[config.mk]
export PLATFORM = sky130hd
export DESIGN_NAME = vt_sum
export DESIGN_NICKNAME = d
export VERILOG_FILES = /design/src/rtl/vt_pkg.sv /design/src/rtl/vt_sum.sv
export SDC_FILE = /design/constraint.sdc
export NUM_CORES = 2
export LEC_CHECK = 0
export ABC_AREA = 0
export BUFFER_PORTS_ARGS = -buffer_cell sky130_fd_sc_hd__buf_2
export CAP_MARGIN = 25
export CORE_AREA = 2 2 409 411
export DETAILED_ROUTE_END_ITERATION = 6
export DIE_AREA = 0 0 411 413
export PLACE_DENSITY = 0.46
export SYNTH_ARGS = -nofsm -noshare
export SYNTH_HDL_FRONTEND = slang
export SYNTH_SLANG_ARGS = --single-unit
[constraint.sdc]
create_clock -name clk -period 0.8 [get_ports clk]
set_input_delay 0.08 -clock clk [delete_from_list [all_inputs] [get_ports clk]]
set_output_delay 0.08 -clock clk [all_outputs]
set_load 0.02 [all_outputs]
[src/rtl/vt_pkg.sv]
// Shared types and constants for the 4x4 vertex transform.
`default_nettype none
package vt_pkg;

	localparam int FRAC_BITS = 16;

	localparam logic [1:0] KIND_POINT = 2'd0;
	localparam logic [1:0] KIND_DIR   = 2'd1;

	typedef logic signed [31:0] fix_t;

	typedef struct packed {
		logic [1:0] kind;
		fix_t       x_in;
		fix_t       y_in;
		fix_t       z_in;
		fix_t       w_in;
	} vt_in_t;

	typedef struct packed {
		fix_t x_out;
		fix_t y_out;
		fix_t z_out;
		fix_t w_out;
		logic divided;
		logic saturated;
	} vt_out_t;

	// clamped row sums, linear part only and with the fourth column
	typedef struct packed {
		logic [1:0]       kind;
		fix_t [3:0]       lin;
		fix_t [3:0]       full;
		logic [3:0]       lin_sat;
		logic [3:0]       full_sat;
	} vt_sum_t;

endpackage
`default_nettype wire

[src/rtl/vt_sum.sv]
// Row sum stage: add the products of each row and clamp to 32 bits.
`default_nettype none
module vt_sum #(
	parameter int FRAC_BITS = vt_pkg::FRAC_BITS,
	localparam int PW = 64 - FRAC_BITS,
	localparam int SW = PW + 2
) (
	input  wire logic                 clk,
	input  wire logic                 arst_n,
	input  wire logic                 vld_s1,
	input  wire logic [1:0]           kind_s1,
	input  wire logic [3:0][2:0][PW-1:0] prod_s1,
	input  wire logic [3:0][PW-1:0]   term_s1,
	output logic                      vld_s2,
	output vt_pkg::vt_sum_t           sum_s2
);

	localparam logic signed [SW-1:0] MAXV = SW'(64'sh7FFF_FFFF);
	localparam logic signed [SW-1:0] MINV = -SW'(64'sh8000_0000);

	vt_pkg::vt_sum_t sum;

	always_comb begin
		sum.kind = kind_s1;
		for (int r = 0; r < 4; r++) begin
			logic signed [SW-1:0] lin, full;
			lin = SW'($signed(prod_s1[r][0])) + SW'($signed(prod_s1[r][1]))
				+ SW'($signed(prod_s1[r][2]));
			full = lin + SW'($signed(term_s1[r]));
			sum.lin_sat[r]  = (lin > MAXV) || (lin < MINV);
			sum.full_sat[r] = (full > MAXV) || (full < MINV);
			sum.lin[r]  = (lin > MAXV) ? 32'sh7FFF_FFFF :
				(lin < MINV) ? 32'sh8000_0000 : lin[31:0];
			sum.full[r] = (full > MAXV) ? 32'sh7FFF_FFFF :
				(full < MINV) ? 32'sh8000_0000 : full[31:0];
		end
	end

	always_ff @(posedge clk or negedge arst_n) begin
		if (!arst_n) begin
			vld_s2 <= 1'b0;
		end else begin
			vld_s2 <= vld_s1;
		end
	end

	always_ff @(posedge clk) begin
		sum_s2 <= sum;
	end

endmodule
`default_nettype wire

Word-level counts from Yosys, hierarchy flattened

Index checks and enable logic that the tools add are counted.

Flip-flop bits (word level): 267
Bits of input ports: 773
Output and inout bits: 267
Word-level logic and storage cells: 56

Add/sub/neg operators: 12
Magnitude comparators: 16
Mux-type cells: 8
Reductions and logical operators: 8

Operators with widths:

| operator                                                                | number |
|---|---|
| 50-bit by 32-bit > comparator with 1-bit output (second input constant) | 8 |
| 50-bit by 32-bit < comparator with 1-bit output (second input constant) | 8 |
| 32-bit two-way mux                                                      | 8 |
| 49-bit by 48-bit adder with 50-bit output                               | 4 |
| 50-bit by 48-bit adder with 50-bit output                               | 4 |
| 48-bit by 48-bit adder with 49-bit output                               | 4 |
| 1-bit logical OR                                                        | 8 |

Longest topological paths before layout

Depth after elaboration: 5
Mapped depth: 28
Gate-level depth less buffers: 27

Worst setup path before layout

Ideal clock, no wire load.

Path kind: input-to-reg
From: in prod_s1[289] (netlist name)
To: reg sum_s2[72] (netlist name)
Arrival time: 5.876 ns
Data required time: 0.743 ns
Slack: -5.133 ns
Cell stages on the path: 28
Buffers on the path: 2
Cells stage by stage: fa_1 > ha_1 > fa_1 > a211oi_1 > o21ai_0 > a21oi_1 > o21ai_0 > a21oi_1 > nor2_1 > nor2_1 > o21ai_0 > xnor2_1 > inv_1 > ha_1 > clkbuf_1 > a21oi_1 > o32ai_1 > o221a_2 > or4b_2 > a21oi_1 > o31ai_1 > nor2_1 > o21a_1 > xor2_1 > or3_1 > o41ai_2 > buf_2 > a21o_1

Cells in the longest elaborated chain, start to end: 5
Elaborated cells on any way between the ends: 6
Those cells by class: 3 x add/sub; 2 x order compare; 1 x mux

RTL lines:

| item                                            | line         | text |
|---|---|---|
| start: declaration                              | vt_sum.sv:12 | `input wire logic [3:0][2:0][PW-1:0] prod_s1,` |
| 48-bit by 48-bit adder with 49-bit output *     | vt_sum.sv:27 | `lin = SW'($signed(prod_s1[r][0])) + SW'($signed(prod_s1[r][1]))` |
| 49-bit by 48-bit adder with 50-bit output *     | vt_sum.sv:28 | `+ SW'($signed(prod_s1[r][2]));` |
| 50-bit by 48-bit adder with 50-bit output *     | vt_sum.sv:29 | `full = lin + SW'($signed(term_s1[r]));` |
| 50-bit by 32-bit < comparator with 1-bit output | vt_sum.sv:35 | `(full < MINV) ? 32'sh8000_0000 : full[31:0];` |
| 32-bit two-way mux                              | vt_sum.sv:35 |  |
| end signal: assignment                          | vt_sum.sv:48 | `sum_s2 <= sum;` |
| end: declaration                                | vt_sum.sv:15 | `output vt_pkg::vt_sum_t sum_s2` |

Mark *: on every way between the ends. The rest lies on a longest branch, timed or not.
A chain may end at the register's enable or synchronous reset.

Worst setup path after layout

From: in prod_s1[97] (netlist name)
To: reg sum_s2[18] (netlist name)

Cells in the longest elaborated chain, start to end: 4
Elaborated cells on any way between the ends: 5
Those cells by class: 2 x add/sub; 2 x order compare; 1 x mux

RTL lines:

| item                                            | line |
|---|---|
| 49-bit by 48-bit adder with 50-bit output *     | vt_sum.sv:28 |
| 50-bit by 48-bit adder with 50-bit output *     | vt_sum.sv:29 |
| 50-bit by 32-bit < comparator with 1-bit output | vt_sum.sv:35 |
| 32-bit two-way mux                              | vt_sum.sv:35 |

Marked as above.

==> reports/results.txt <==
Mean Syn Cell Area = 8.03 sq um
core area = 0.166 sq mm
max incr delay on CP = 0.47 ns
Routed WL = 193 mm
Max Freq = 178 MHz
number of synthesized flops with an enable pin = 0
Avg WL per Cell = 20.4 um
Final Cell Area = 0.0642 sq mm
Hold Path Class = input pin to flip-flop
VDD IR max = 1.78 mV
Main synth FF type = dfxtp_1
Final #Nets = 8608
Internal Power = 130000 uW
Total GRT Usage = 21.6%
HPWL after DPL = 166 mm
Pre-antenna DRT Iters = 6
Placer Congestion = 0.960
fin crit share = 702%
RSZ-0062 raised after global routing = true
IO Count = 1040
largest net degree at the start of global routing = 32
failing checks = negative hold slack, negative setup slack
Synth async-reset ratio = 0.375%
Critical Path AT = 6.12 ns
PortBufs = 1039
die height = 413 um
Psw = 119000 uW
Lkg Pwr = 0.0306 uW
final hold violation count = 10
WP data required = 1.30 ns
Max Slew Vio Count = 0
Clock power frac = 7.7%
Power Density = 3880 mW/mm^2
first-pass GRT wire length = 281 mm
vias per cell = 4.77
vias in the first global route = 46263
clock-pin slew on the worst setup and hold paths = 0.06 ns
die area = 0.170 sq mm
combinational share of power = 83.1%
sequential element share of the synthesized area = 14.9%
initial antenna violation count = 30
area grow syn2layout = 78.7%
Synthesized Nets = 5857
Placed Instances = 9244
outcome = finished, violations left
final setup margin = -4.81 ns
kind of critical path = input pin to flip-flop
# H-tree levels = 2
Setup crit start kind = input pin
Post-DRT Antenna Nets = 0
leading cell type in the layout, fill and taps excluded = buf_4
max-cap violations = 0
Max FO, Critical Path = 16
Hold WS = -0.208 ns
Final min period = 5.61 ns
Synth Register Bits = 267
Synth Cell Area = 0.0359 sq mm
CTS root buf = clkbuf_16
Sink Count = 267
drc violations = 0
sw frac = 47.9%
non-filler instance count after layout = 9477
final setup vio count = 531
row cnt = 150
Die Wd = 411 um
clock buffer count from CTS = 38
# hold bufs at CTS = 5
placed cell areas = 0.0575 sq mm
Flop pwr share = 9.3%
share of layout cells above drive strength 1 = 51.0%
DR iter-0 viols = 2397
cell repeated most along the worst path = buf_6
CTS tree = done
slew margin rel. = 48.6%
Slowest-stage cell, CP = fa_1
via count = 45236
Max Root-Sink Buffers = 3
number of distinct library cells after synthesis = 91
starting density of the core = 21.7%
Slew @ Worst Pin = 0.768 ns
critical path endpoint category = flip-flop
Core Util, Final = 38.7%
gr ovfl total = 0
synth warn = 0
most frequent cells in the layout = 1781 x buf_4, 1025 x buf_2, 346 x a21oi_1
Syn Inst Count = 4476
routing by layer:
layer | wire length, um | up-vias | track usage (%)
met5 | 127 | - | 0
met2 | 92200 | 1183 | 37.4
met1 | 83800 | 21744 | 27.3
met4 | 7110 | 22 | 6.95
li1 | - | 22026 | -
met3 | 9740 | 261 | 3.37
flip-flops by register name, summed over array words and instances (netlist names):
register,flops
vld_s2,1
sum_s2,266
through the flow:
step / total power (uW) / setup TNS [ns] / worst slack [ns]
3_3_place_gp: 198000 / -1283.10 / -6.07
3_5_place_dp: 199000 / -1282.68 / -6.20
6_report: 249000 / -1145.61 / -4.81
5_1_grt: 266000 / -1204.62 / -5.08
4_1_cts: 240000 / -1149.69 / -4.73
2_1_floorplan: 111000 / -962.43 / -4.48
power groups by stage:
stage | sequential [uW] | clock, uW | combinational (uW)
floorplan | 29000 | 0 | 82400
global placement | 23400 | 0 | 175000
detailed placement | 23300 | 0 | 176000
CTS | 23200 | 19700 | 197000
global route | 23300 | 20100 | 222000
finish | 23000 | 19100 | 207000
what timing repair did:
| action | CTS | global route |
|---|---|---|
| pin swaps | 233 | 254 |
| setup endpoints to repair | 531 | 531 |
| hold endpoints to repair | 27 | 11 |
| buffers inserted | 95 | 47 |
| cloned | 15 | 5 |
| gates resized for setup | 433 | 320 |
synthesized netlist by cell type (all sizes together), types with 104 or more instances:
| library cell | n | area share, % |
|---|---|---|
| dfxtp | 266 | 15 |
| a21o | 249 | 5.2 |
| nand4 | 114 | 2.0 |
| fa | 200 | 11 |
| nor2 | 254 | 2.7 |
| nand2 | 318 | 3.3 |
| nand3 | 104 | 1.4 |
| ha | 408 | 14 |
| clkbuf | 191 | 2.0 |
| inv | 193 | 2.0 |
| a21oi | 462 | 6.4 |
| xor2 | 149 | 3.6 |
| xnor2 | 193 | 4.7 |
| o21ai | 333 | 4.6 |
cell families after synthesis:
family	after synthesis	synth area share, %
compound gates	1640	29.9
xor+xnor	342	8.34
simple gates	1205	16.9
buf+inv	407	4.42
mux	7	0.195
flops	267	14.9
fa+ha+maj	608	25.4
area by class of cell:
type	instances	area, sq um
Fill cell	17100	102000
Tap cell	2204	2760
Timing Repair Buffer	2925	20400
Multi-Input combinational cell	3802	33600
Inverter	193	732
Sequential cell	267	5350
Antenna cell	16	40.0
Clock buffer	41	982
Clock inverter	29	375
worst paths after layout:
path                              from               endpoint  slack [ns]  cells after the start
setup / recovery           prod_s1[97]  sum_s2[18]$_SDFF_PN1_       -4.81                     30
hold / removal             term_s1[96]  sum_s2[72]$_SDFF_PN1_       -0.21                      3
max in group asynchronous       arst_n       vld_s2$_DFF_PN0_        0.42                      3
min in group asynchronous       arst_n       vld_s2$_DFF_PN0_        0.28                      3
critical path: cells and delay by family:
kind / cells / cell delay (ns)
compound gates: 9 / 1.95
buf+inv: 7 / 1.00
fa+ha+maj: 3 / 0.95
simple gates: 11 / 2.09
Power figures use the tool's default switching activity.
